==> src/hw/rtl/assert_macros.svh <==
// Assertion helpers shared by the RTL.
`ifndef ASSERT_MACROS_SVH
`define ASSERT_MACROS_SVH

// Same-cycle implication, disabled while reset is asserted.
`define ASSERT_SAME(lbl, clk, rst_n, ante, cons, msg) \
	lbl: assert property (@(posedge clk) disable iff (!(rst_n)) (ante) |-> (cons)) \
		else $error(msg);

// Next-cycle implication, disabled while reset is asserted.
`define ASSERT_NEXT(lbl, clk, rst_n, ante, cons, msg) \
	lbl: assert property (@(posedge clk) disable iff (!(rst_n)) (ante) |=> (cons)) \
		else $error(msg);

`endif

==> src/hw/rtl/pexa_pkg.sv <==
`timescale 1ns / 1ps
`default_nettype none

package pexa_pkg;

	localparam int unsigned WORD_W = 64;
	localparam int unsigned REG_W  = 4;
	localparam int unsigned CODE_W = 4;

	// Opcodes
	localparam logic [CODE_W-1:0] OP_CMOV  = 4'd2;
	localparam logic [CODE_W-1:0] OP_IRMOV = 4'd3;
	localparam logic [CODE_W-1:0] OP_RMMOV = 4'd4;
	localparam logic [CODE_W-1:0] OP_MRMOV = 4'd5;
	localparam logic [CODE_W-1:0] OP_ALU   = 4'd6;
	localparam logic [CODE_W-1:0] OP_JUMP  = 4'd7;
	localparam logic [CODE_W-1:0] OP_CALL  = 4'd8;
	localparam logic [CODE_W-1:0] OP_RET   = 4'd9;
	localparam logic [CODE_W-1:0] OP_PUSH  = 4'd10;
	localparam logic [CODE_W-1:0] OP_POP   = 4'd11;

	// ALU function codes
	localparam logic [CODE_W-1:0] FN_ADD = 4'd0;
	localparam logic [CODE_W-1:0] FN_SUB = 4'd1;
	localparam logic [CODE_W-1:0] FN_AND = 4'd2;
	localparam logic [CODE_W-1:0] FN_XOR = 4'd3;

	// Condition codes
	localparam logic [CODE_W-1:0] CC_ALWAYS = 4'd0;
	localparam logic [CODE_W-1:0] CC_LE     = 4'd1;
	localparam logic [CODE_W-1:0] CC_L      = 4'd2;
	localparam logic [CODE_W-1:0] CC_E      = 4'd3;
	localparam logic [CODE_W-1:0] CC_NE     = 4'd4;
	localparam logic [CODE_W-1:0] CC_GE     = 4'd5;
	localparam logic [CODE_W-1:0] CC_G      = 4'd6;

	localparam logic [REG_W-1:0]  REG_NONE   = 4'd15;
	localparam logic [WORD_W-1:0] STACK_UP   = 64'd8;
	localparam logic [WORD_W-1:0] STACK_DOWN = 64'hFFFF_FFFF_FFFF_FFF8;

	typedef struct packed {
		logic [CODE_W-1:0] opcode;
		logic [CODE_W-1:0] func_code;
		logic [WORD_W-1:0] reg_value_a;
		logic [WORD_W-1:0] reg_value_b;
		logic [WORD_W-1:0] const_word;
		logic [REG_W-1:0]  dest_in;
		logic              hold_flags;
	} item_t;

	typedef struct packed {
		logic zero;
		logic sign;
		logic overflow;
	} flags_t;

	typedef struct packed {
		logic [WORD_W-1:0] alu_result;
		logic              cond_true;
		logic [REG_W-1:0]  dest_out;
		flags_t            flags;
	} result_t;

endpackage

`default_nettype wire

==> src/hw/rtl/pexa_insn_if.sv <==
`timescale 1ns / 1ps
`default_nettype none

interface pexa_insn_if;
	logic        valid;
	logic        ready;
	logic [3:0]  opcode;
	logic [3:0]  func_code;
	logic [63:0] reg_value_a;
	logic [63:0] reg_value_b;
	logic [63:0] const_word;
	logic [3:0]  dest_in;
	logic        hold_flags;

	modport source (
		output valid, opcode, func_code, reg_value_a, reg_value_b, const_word,
			dest_in, hold_flags,
		input  ready
	);
	modport sink (
		input  valid, opcode, func_code, reg_value_a, reg_value_b, const_word,
			dest_in, hold_flags,
		output ready
	);
endinterface

`default_nettype wire

==> src/hw/rtl/pexa_res_if.sv <==
`timescale 1ns / 1ps
`default_nettype none

interface pexa_res_if;
	logic        valid;
	logic        ready;
	logic [63:0] alu_result;
	logic        cond_true;
	logic [3:0]  dest_out;
	logic        zero_out;
	logic        sign_out;
	logic        overflow_out;

	modport source (
		output valid, alu_result, cond_true, dest_out, zero_out, sign_out, overflow_out,
		input  ready
	);
	modport sink (
		input  valid, alu_result, cond_true, dest_out, zero_out, sign_out, overflow_out,
		output ready
	);
endinterface

`default_nettype wire

==> src/hw/rtl/pexa_alu.sv <==
`timescale 1ns / 1ps
`default_nettype none

module pexa_alu (
	input  pexa_pkg::item_t   item,
	input  pexa_pkg::flags_t  flags_cur,
	output pexa_pkg::result_t result,
	output pexa_pkg::flags_t  flags_nxt
);
	import pexa_pkg::*;

	logic [WORD_W-1:0] op_a;
	logic [WORD_W-1:0] op_b;
	logic [CODE_W-1:0] fn;
	logic              is_sub;
	logic [WORD_W-1:0] sum;
	logic [WORD_W-1:0] alu_r;
	logic              ovf;
	logic              lt;
	logic              cond;
	logic              upd;

	// Operand select
	always_comb begin
		case (item.opcode)
			OP_CMOV, OP_ALU:             op_a = item.reg_value_a;
			OP_IRMOV, OP_RMMOV, OP_MRMOV: op_a = item.const_word;
			OP_CALL, OP_PUSH:            op_a = STACK_DOWN;
			OP_RET, OP_POP:              op_a = STACK_UP;
			default:                     op_a = '0;
		endcase
		case (item.opcode)
			OP_RMMOV, OP_MRMOV, OP_ALU, OP_CALL, OP_RET, OP_PUSH, OP_POP:
				op_b = item.reg_value_b;
			default:
				op_b = '0;
		endcase
	end

	assign fn     = (item.opcode == OP_ALU) ? item.func_code : FN_ADD;
	assign is_sub = (fn == FN_SUB);
	// one shared adder: b - a as b + ~a + 1
	assign sum    = op_b + (is_sub ? ~op_a : op_a) + {{(WORD_W-1){1'b0}}, is_sub};

	always_comb begin
		case (fn)
			FN_ADD:  begin
				alu_r = sum;
				ovf   = (op_a[WORD_W-1] == op_b[WORD_W-1]) && (sum[WORD_W-1] != op_a[WORD_W-1]);
			end
			FN_SUB:  begin
				alu_r = sum;
				ovf   = (op_b[WORD_W-1] != op_a[WORD_W-1]) && (sum[WORD_W-1] != op_b[WORD_W-1]);
			end
			FN_AND:  begin
				alu_r = op_b & op_a;
				ovf   = 1'b0;
			end
			FN_XOR:  begin
				alu_r = op_b ^ op_a;
				ovf   = 1'b0;
			end
			default: begin
				alu_r = '0;
				ovf   = 1'b0;
			end
		endcase
	end

	assign upd = (item.opcode == OP_ALU) && !item.hold_flags;

	always_comb begin
		if (upd) begin
			flags_nxt.zero     = (alu_r == '0);
			flags_nxt.sign     = alu_r[WORD_W-1];
			flags_nxt.overflow = ovf;
		end else begin
			flags_nxt = flags_cur;
		end
	end

	// Branch / cmov condition from the flags held before this item
	assign lt = flags_cur.sign ^ flags_cur.overflow;

	always_comb begin
		case (item.func_code)
			CC_ALWAYS: cond = 1'b1;
			CC_LE:     cond = lt || flags_cur.zero;
			CC_L:      cond = lt;
			CC_E:      cond = flags_cur.zero;
			CC_NE:     cond = !flags_cur.zero;
			CC_GE:     cond = !lt;
			CC_G:      cond = !lt && !flags_cur.zero;
			default:   cond = 1'b0;
		endcase
	end

	always_comb begin
		result.alu_result = alu_r;
		result.cond_true  = ((item.opcode == OP_JUMP) || (item.opcode == OP_CMOV)) && cond;
		result.dest_out   = ((item.opcode == OP_CMOV) && !cond) ? REG_NONE : item.dest_in;
		result.flags      = flags_nxt;
	end

endmodule

`default_nettype wire

==> src/hw/rtl/pipeline_execute_alu_cc.sv <==
// Execute stage (ALU and condition codes) of a five-stage 64-bit pipeline.
// Channel insn (sink): one instruction per item -- opcode, function code,
//   two register values, constant word, destination and a flag-hold bit.
// Channel res (source): one item per instruction -- ALU result, condition
//   outcome, destination (cancelled to 15 on a failed cmov) and the zero,
//   sign and overflow flags as they stand after the instruction.
// Structure: input register (_s1), then one pass through the operand mux,
//   a single 64-bit adder / logic unit and the condition evaluator, into the
//   result register (_s2). The flags live in flag_q and are written in the
//   same cycle the instruction moves from s1 to s2, so each instruction sees
//   the flags left by the one before it.
// Order: an accepted instruction is registered in s1, then in s2 when s1
//   advances; res.valid is high while s2 holds it.
// Throughput: one item per cycle while res keeps taking results.
// Stall: when res is not taken, s2 holds; s1 fills and then insn.ready drops.
//   insn.ready stays high while s1 is empty or moves on in the same cycle.
// Reset (arst_n low): both stages empty, all three flags cleared.
`timescale 1ns / 1ps
`default_nettype none

`include "assert_macros.svh"

module pipeline_execute_alu_cc (
	input  wire          clk,
	input  wire          arst_n,
	pexa_insn_if.sink    insn,
	pexa_res_if.source   res
);
	import pexa_pkg::*;

	item_t   item_s1;
	logic    valid_s1;
	result_t res_s2;
	logic    valid_s2;
	flags_t  flag_q;

	result_t res_nxt;
	flags_t  flag_nxt;
	logic    advance;
	logic    insn_fire;

	// s1 moves on whenever the result register is free or being drained
	assign advance   = valid_s1 && (!valid_s2 || res.ready);
	assign insn.ready = !valid_s1 || advance;
	assign insn_fire = insn.valid && insn.ready;

	pexa_alu u_alu (
		.item      (item_s1),
		.flags_cur (flag_q),
		.result    (res_nxt),
		.flags_nxt (flag_nxt)
	);

	// control and architectural flags
	always_ff @(posedge clk or negedge arst_n) begin
		if (!arst_n) begin
			valid_s1 <= 1'b0;
			valid_s2 <= 1'b0;
			flag_q   <= '0;
		end else begin
			if (insn_fire)
				valid_s1 <= 1'b1;
			else if (advance)
				valid_s1 <= 1'b0;

			if (advance)
				valid_s2 <= 1'b1;
			else if (res.ready)
				valid_s2 <= 1'b0;

			if (advance)
				flag_q <= flag_nxt;
		end
	end

	// payload, no reset needed
	always_ff @(posedge clk) begin
		if (insn_fire) begin
			item_s1.opcode      <= insn.opcode;
			item_s1.func_code   <= insn.func_code;
			item_s1.reg_value_a <= insn.reg_value_a;
			item_s1.reg_value_b <= insn.reg_value_b;
			item_s1.const_word  <= insn.const_word;
			item_s1.dest_in     <= insn.dest_in;
			item_s1.hold_flags  <= insn.hold_flags;
		end
		if (advance)
			res_s2 <= res_nxt;
	end

	assign res.valid        = valid_s2;
	assign res.alu_result   = res_s2.alu_result;
	assign res.cond_true    = res_s2.cond_true;
	assign res.dest_out     = res_s2.dest_out;
	assign res.zero_out     = res_s2.flags.zero;
	assign res.sign_out     = res_s2.flags.sign;
	assign res.overflow_out = res_s2.flags.overflow;

	// flags only change when an unheld op instruction leaves s1
	`ASSERT_NEXT(a_flags_stable, clk, arst_n,
		!(advance && (item_s1.opcode == OP_ALU) && !item_s1.hold_flags),
		$stable(flag_q), "flags changed without an op instruction")
	// reported flags match the architectural flags
	`ASSERT_SAME(a_flags_match, clk, arst_n, valid_s2, res_s2.flags == flag_q,
		"result flags differ from stored flags")
	// a failed conditional move cancels its destination
	`ASSERT_NEXT(a_cmov_cancel, clk, arst_n,
		advance && (item_s1.opcode == OP_CMOV) && !res_nxt.cond_true,
		res_s2.dest_out == REG_NONE, "failed cmov kept its destination")
	// an item in s1 is never dropped
	`ASSERT_NEXT(a_s1_hold, clk, arst_n, valid_s1 && !advance, valid_s1,
		"s1 item lost while stalled")

endmodule

`default_nettype wire

==> src/flat_wrapper.sv <==
// flat-port wrapper written by rule: the top's interface ports become plain ports
module pipeline_execute_alu_cc_flat import pexa_pkg::*;
  (clk, arst_n, insn_valid, insn_opcode, insn_func_code, insn_reg_value_a, insn_reg_value_b, insn_const_word, insn_dest_in, insn_hold_flags, insn_ready, res_valid, res_alu_result, res_cond_true, res_dest_out, res_zero_out, res_sign_out, res_overflow_out, res_ready);
  pexa_insn_if insn_i ();
  pexa_res_if res_i ();
  input  wire clk;
  input  wire arst_n;
  input wire logic [$bits(insn_i.valid)-1:0] insn_valid;
  input wire logic [$bits(insn_i.opcode)-1:0] insn_opcode;
  input wire logic [$bits(insn_i.func_code)-1:0] insn_func_code;
  input wire logic [$bits(insn_i.reg_value_a)-1:0] insn_reg_value_a;
  input wire logic [$bits(insn_i.reg_value_b)-1:0] insn_reg_value_b;
  input wire logic [$bits(insn_i.const_word)-1:0] insn_const_word;
  input wire logic [$bits(insn_i.dest_in)-1:0] insn_dest_in;
  input wire logic [$bits(insn_i.hold_flags)-1:0] insn_hold_flags;
  output wire logic [$bits(insn_i.ready)-1:0] insn_ready;
  output wire logic [$bits(res_i.valid)-1:0] res_valid;
  output wire logic [$bits(res_i.alu_result)-1:0] res_alu_result;
  output wire logic [$bits(res_i.cond_true)-1:0] res_cond_true;
  output wire logic [$bits(res_i.dest_out)-1:0] res_dest_out;
  output wire logic [$bits(res_i.zero_out)-1:0] res_zero_out;
  output wire logic [$bits(res_i.sign_out)-1:0] res_sign_out;
  output wire logic [$bits(res_i.overflow_out)-1:0] res_overflow_out;
  input wire logic [$bits(res_i.ready)-1:0] res_ready;
  assign insn_i.valid = insn_valid;
  assign insn_i.opcode = insn_opcode;
  assign insn_i.func_code = insn_func_code;
  assign insn_i.reg_value_a = insn_reg_value_a;
  assign insn_i.reg_value_b = insn_reg_value_b;
  assign insn_i.const_word = insn_const_word;
  assign insn_i.dest_in = insn_dest_in;
  assign insn_i.hold_flags = insn_hold_flags;
  assign insn_ready = insn_i.ready;
  assign res_valid = res_i.valid;
  assign res_alu_result = res_i.alu_result;
  assign res_cond_true = res_i.cond_true;
  assign res_dest_out = res_i.dest_out;
  assign res_zero_out = res_i.zero_out;
  assign res_sign_out = res_i.sign_out;
  assign res_overflow_out = res_i.overflow_out;
  assign res_i.ready = res_ready;
  pipeline_execute_alu_cc u_core (.clk(clk), .arst_n(arst_n), .insn(insn_i), .res(res_i));
endmodule
==> config.mk <==
export PLATFORM = sky130hd
export DESIGN_NAME = pipeline_execute_alu_cc_flat
export DESIGN_NICKNAME = d
export VERILOG_FILES = /design/src/hw/rtl/pexa_pkg.sv /design/src/hw/rtl/pexa_insn_if.sv /design/src/hw/rtl/pexa_res_if.sv /design/src/hw/rtl/pexa_alu.sv /design/src/hw/rtl/pipeline_execute_alu_cc.sv /design/src/flat_wrapper.sv
export VERILOG_INCLUDE_DIRS = /design/src /design/src/hw/rtl
export SDC_FILE = /design/constraint.sdc
export NUM_CORES = 1
export LEC_CHECK = 0
export ABC_AREA = 1
export BUFFER_PORTS_ARGS = -buffer_cell sky130_fd_sc_hd__clkbuf_2
export CORE_UTILIZATION = 40
export CTS_BUF_LIST = sky130_fd_sc_hd__clkbuf_8
export CTS_CLUSTER_DIAMETER = 80
export DETAILED_ROUTE_END_ITERATION = 10
export GPL_ROUTABILITY_DRIVEN = 1
export SETUP_SLACK_MARGIN = 0.3
export SLEW_MARGIN = 20
export SYNTH_ARGS = -nofsm -noshare
export SYNTH_HDL_FRONTEND = slang
export SYNTH_SLANG_ARGS = --single-unit
export TNS_END_PERCENT = 5
==> constraint.sdc <==
create_clock -name clk -period 9.7 [get_ports clk]
set_input_delay 1.94 -clock clk [delete_from_list [all_inputs] [get_ports clk]]
set_output_delay 1.94 -clock clk [all_outputs]
set_load 0.01 [all_outputs]
# Yosys cells after proc, flatten, opt, wreduce, memory -nomap -nowiden
# Cells that the tools add are included.
[classes] eq_ne=23 muxes=12 bitwise_logic=4 n_addsub=2 n_reduce_logical=29
[ops] operator="$pmux 64 s4" count=1
[ops] operator="$pmux 64 s3" count=1
[ops] operator="$mux 64" count=2
[ops] operator="$add 64x1->64" count=1
[ops] operator="$add 64x64->64" count=1
[ops] operator="$and 64x64->64" count=1
[ops] operator="$logic_not 64->1" count=1
[ops] operator="$not 64->64" count=1
[ops] operator="$xor 64x64->64" count=1
[ops] operator="$eq 4x3->1 const B" count=7
[ops] operator="$eq 4x2->1 const B" count=6
[ops] operator="$eq 4x4->1 const B" count=4
[ops] operator="$eq 4x1->1 const B" count=2
[ops] operator="$logic_and 1x1->1" count=8
[ops] operator="$logic_not 4->1" count=2
[ops] operator="$reduce_or 2->1" count=4
[ops] operator="$pmux 1 s7" count=1
[ops] operator="$reduce_or 7->1" count=1
[ops] operator="$logic_not 1->1" count=6
[ops] operator="$logic_or 1x1->1" count=4
[ops] operator="$mux 1" count=4
[ops] operator="$mux 4" count=1
[ops] operator="$reduce_bool 2->1" count=2
[ops] operator="$mux 3" count=1
[ops] operator="5 further kinds" count=7
[totals] out_inout_bits=74 wordCells=88 ff_bits=282 in_bits=209

# Depth between registers and ports, before layout
[logic_depth] word_depth=11 ltp_mapped=35 depth_no_buf=34

# Modules after synthesis
# From an unflattened synthesis, not the netlist that was laid out.
[hier_totals] cells_unflattened=2327 hier_area_um2=18649.1
[modules_own_cells] module="pexa_alu" seq_area_each_um2=0.0 area_per_inst_um2=10131.0 cells_per_inst=2027 instances=1
[modules_own_cells] module="pipeline_execute_alu_cc" seq_area_each_um2=8443.1 area_per_inst_um2=8518.2 cells_per_inst=300 instances=1

# Least setup slack after synthesis
# OpenSTA, ideal clock, no wires.
[synth_path] path_type="in2reg" startpoint="input port res_ready" endpoint="register u_core.item_s1[0] (netlist name), enable pin" path_stages=4 path_buffers=0 arrival_time_ns=6.176 setup_time_ns=0.557 slack_ns=2.967 path_cell_list="inv_1 -> nand3_1 -> nand2_1 -> inv_1"
[synth_via] elab_chain_len=4
[synth_lines] element="from (decl)" line_no="flat_wrapper.sv:24" rtl="input wire logic [$bits(res_i.ready)-1:0] res_ready;"
[synth_lines] element="$logic_or 1x1->1" line_no="pipeline_execute_alu_cc.sv:43" rtl="assign advance = valid_s1 && (!valid_s2 || res.ready);"
[synth_lines] element="$logic_and 1x1->1" line_no="pipeline_execute_alu_cc.sv:43"
[synth_lines] element="$logic_or 1x1->1" line_no="pipeline_execute_alu_cc.sv:44" rtl="assign insn.ready = !valid_s1 || advance;"
[synth_lines] element="named net insn_ready" line_no="flat_wrapper.sv:16" rtl="output wire logic [$bits(insn_i.ready)-1:0] insn_ready;"
[synth_lines] element="$logic_and 1x1->1" line_no="pipeline_execute_alu_cc.sv:45" rtl="assign insn_fire = insn.valid && insn.ready;"
[synth_lines] element="named net u_core.insn_fire" line_no="pipeline_execute_alu_cc.sv:40" rtl="logic insn_fire;"
[synth_lines] element="to (decl)" line_no="pipeline_execute_alu_cc.sv:31" rtl="item_t item_s1;"
# The timed path passes the listed nets, and every way through them passes these cells.
# A chain may end at the register's enable or synchronous reset.

==> flow_metrics.env <==
export IMPL_status="finished clean"
export IMPL_cts_root_buffer="clkbuf_8"
export IMPL_synth_edf_count=277
export IMPL_worstSetupStartpointType="register"
export IMPL_grt_antenna_before_repair=0
export IMPL_hold_viol_final=0
export IMPL_clock_sinks=282
export IMPL_fin_crit_ns=5.90
export IMPL_place_inst=3059
export IMPL_cp_num_buf_inv=3
export IMPL_synth_main_ff_cell="edfxtp_1"
export IMPL_cp_end_kind="register"
export IMPL_p_leak_nw=10.6
export IMPL_clkTransAtPathRegs_ns=0.06
export IMPL_fmax_mhz=169
export IMPL_p_clk_share_pct=29.7
export IMPL_multi_input_area_um2=8490
export IMPL_gp_congestion=0.972
export IMPL_final_common_cell="nand2_1"
export IMPL_finalCritPeriodShare_pct=60.8
export IMPL_p_int_mw=2.37
export IMPL_cts_tree="done"
export IMPL_dieArea_um2=46800
export IMPL_worst_pin_slew_ns=1.13
export IMPL_wl_per_cell_um=19.9
export IMPL_grt_pass1_vias=15800
export IMPL_start_util_pct=40.5
export IMPL_overflow=0
export IMPL_path_max_fanout=41
export IMPL_cpMostUsedCell="nand2_1"
export IMPL_p_seq_share_pct=43.7
export IMPL_netSwitchingFraction_pct=33.7
export IMPL_grt_pass1_wl_mm=94.4
export IMPL_final_antenna_net_count=0
export IMPL_synth_area_per_cell_um2=8.30
export IMPL_syn_inst=2216
export IMPL_drt_iter0_markers=1280
export IMPL_ir_drop_mv=0.121
export IMPL_grt_max_degree=129
export IMPL_grt_setup_unrepaired="false"
export IMPL_final_cell_mix="577 x nand2_1, 345 x inv_1, 282 x clkbuf_2"
export IMPL_required_ns=10.27
export IMPL_worst_hold_slack_ns=0.495
export IMPL_diodes=0
export IMPL_drive_above_1_share_pct=16.3
export IMPL_cp_slowest_stage_delay_ns=0.72
export IMPL_cts_resized=0
export IMPL_finalWirelength_mm=62.7
export IMPL_fin_setup_tns_ns=0
export IMPL_synth_area_um2=18400
export IMPL_syn_num_nets=2552
export IMPL_cts_setup_buffers=0
export IMPL_ys_ff_latch=282
export IMPL_async_reset_ff_share_pct=1.77
export IMPL_crit_type="register to register"
export IMPL_clock_latency_ns=0.64
export IMPL_seq_area_um2=8440
export IMPL_drc=0
export IMPL_die_h_um=216
export IMPL_crit_family="simple AND/OR/NAND/NOR gates"
export IMPL_nets=2846
export IMPL_fp_row_count=78
export IMPL_hpwl_mm=50.9
export IMPL_ys_warn_count=0
export IMPL_drv_slew=0
export IMPL_vias=16100
export IMPL_fp_dieW_um=216
export IMPL_ios=283
export IMPL_syn2layout_area_growth_pct=16.4
export IMPL_postCtsHoldBufs=0
export IMPL_viasPerCell=5.11
export IMPL_first_pass_iters=5
export IMPL_slew_headroom_pct=24.4
export IMPL_dp_slack_ns=3.94
export IMPL_coreArea_um2=45400
export IMPL_nFillCells=4512
export IMPL_cp_slowest_cell="buf_4"
export IMPL_skew_ns=0.0299
export IMPL_port_buffers=282
export IMPL_htree_levels=2
export IMPL_ys_seq_area_share_pct=45.9
export IMPL_power_switching_mw=1.21
export IMPL_critPathArrivalTime_ns=6.47
export IMPL_finalPower_mw=3.57
export IMPL_synth_cell_types=48
export IMPL_power_density_nw_per_um2=167
export IMPL_stdcell_count=3148
export IMPL_grt_usage_pct=26.9
export IMPL_hp_class="register to register"
export IMPL_drv_cap=0
export IMPL_setup_viol=0
export IMPL_cts_made_buffers=49
export IMPL_fin_ws_ns=3.80
export IMPL_cts_buffer_depth=3
export IMPL_combinationalPowerShare_pct=26.6
==> power by group through the flow <==
stage | logic [mW] | registers [mW] | clock network, mW
3_3_place_gp | 0.938 | 1.58 | 0
2_1_floorplan | 0.544 | 1.61 | 0
3_5_place_dp | 0.942 | 1.59 | 0
5_1_grt | 1.05 | 1.57 | 1.15
4_1_cts | 0.948 | 1.56 | 1.10
6_report | 0.952 | 1.56 | 1.06
==> area by class of cell <==
cell class	instances	share of cell area [%]
inverters	342	6.04
repair buffers	292	6.94
multi-input cells	1543	39.7
clock inverters	37	1.08
flip-flops and latches	282	39.4
well taps	600	3.51
clock buffers	52	3.34
==> flip-flops by register name (all words and copies together) (netlist names) <==
signal,count
u_core.res.sign_out,1
u_core.res.zero_out,1
u_core.res.cond_true,1
u_core.res.overflow_out,1
u_core.valid_s1,1
u_core.item_s1,205
u_core.res.dest_out,4
u_core.flag_q,3
u_core.res.valid,1
u_core.res.alu_result,64
==> kinds of logic (layout without fill, tap and decap cells) <==
group                      count (synthesis)  in the layout  synth area share, %
and+or+nand+nor                         1112           1112                 26.0
buffers and inverters                    391            723                 8.08
DFF                                      282            282                 45.9
AOI/OAI and AO/OA                        235            235                 8.06
adders and majority gates                127            127                 8.68
xor gates and xnor gates                  69             69                 3.29
==> worst paths after layout <==
path	startpoint	end	slack (ns)	cells after the start
worst max-delay path	u_core.item_s1[204]$_DFFE_PP_	u_core.flag_q[2]$_DFFE_PN0P_	3.80	30
worst min-delay path	u_core.item_s1[1]$_DFFE_PP_	u_core.res.dest_out[0]$_SDFFCE_PP1P_	0.49	2
worst max register to register	u_core.item_s1[204]$_DFFE_PP_	u_core.flag_q[2]$_DFFE_PN0P_	3.80	30
worst min register to register	u_core.item_s1[1]$_DFFE_PP_	u_core.res.dest_out[0]$_SDFFCE_PP1P_	0.49	2
max in group asynchronous	arst_n	u_core.valid_s1$_DFFE_PN0P_	8.41	1
min in group asynchronous	arst_n	u_core.res.valid$_DFFE_PN0P_	1.13	1
==> synthesized netlist by cell type (all sizes together), types with 19 or more instances <==
cell type / n / share of area [%]
a22o: 40 / 1.9
nand3b: 27 / 1.1
edfxtp: 277 / 45
clkbuf: 24 / 0.49
nand3: 196 / 5.7
xor2: 66 / 3.1
inv: 342 / 7.0
a21oi: 90 / 2.5
ha: 126 / 8.6
nand4: 19 / 0.65
nand2: 603 / 13
o21ai: 49 / 1.4
buf: 25 / 0.61
nor2: 243 / 5.0
==> per-stage QoR <==
stage	area, µm²	utilization (%)
6_report	21400	47.2
3_3_place_gp	20500	45.1
5_1_grt	21400	47.2
2_1_floorplan	18400	-
3_5_place_dp	20500	45.1
4_1_cts	21400	47.2
==> worst reg2reg max path: cells and delay by family, from the launching register on <==
kind | cells | cell delay (ns)
buf+inv | 3 | 1.36
simple gates | 25 | 3.39
fa+ha+maj | 1 | 0.44
xor+xnor | 1 | 0.18
flops | 1 | 0.47
==> metal layers <==
metal	vias up	wire, µm	GRT usage [%]
met5	-	0	0
met4	0	1140	6.90
met3	62	4100	3.86
met2	550	26300	39.4
met1	7571	31200	41.1
li1	7912	-	-
Power figures use the tool's default switching activity.
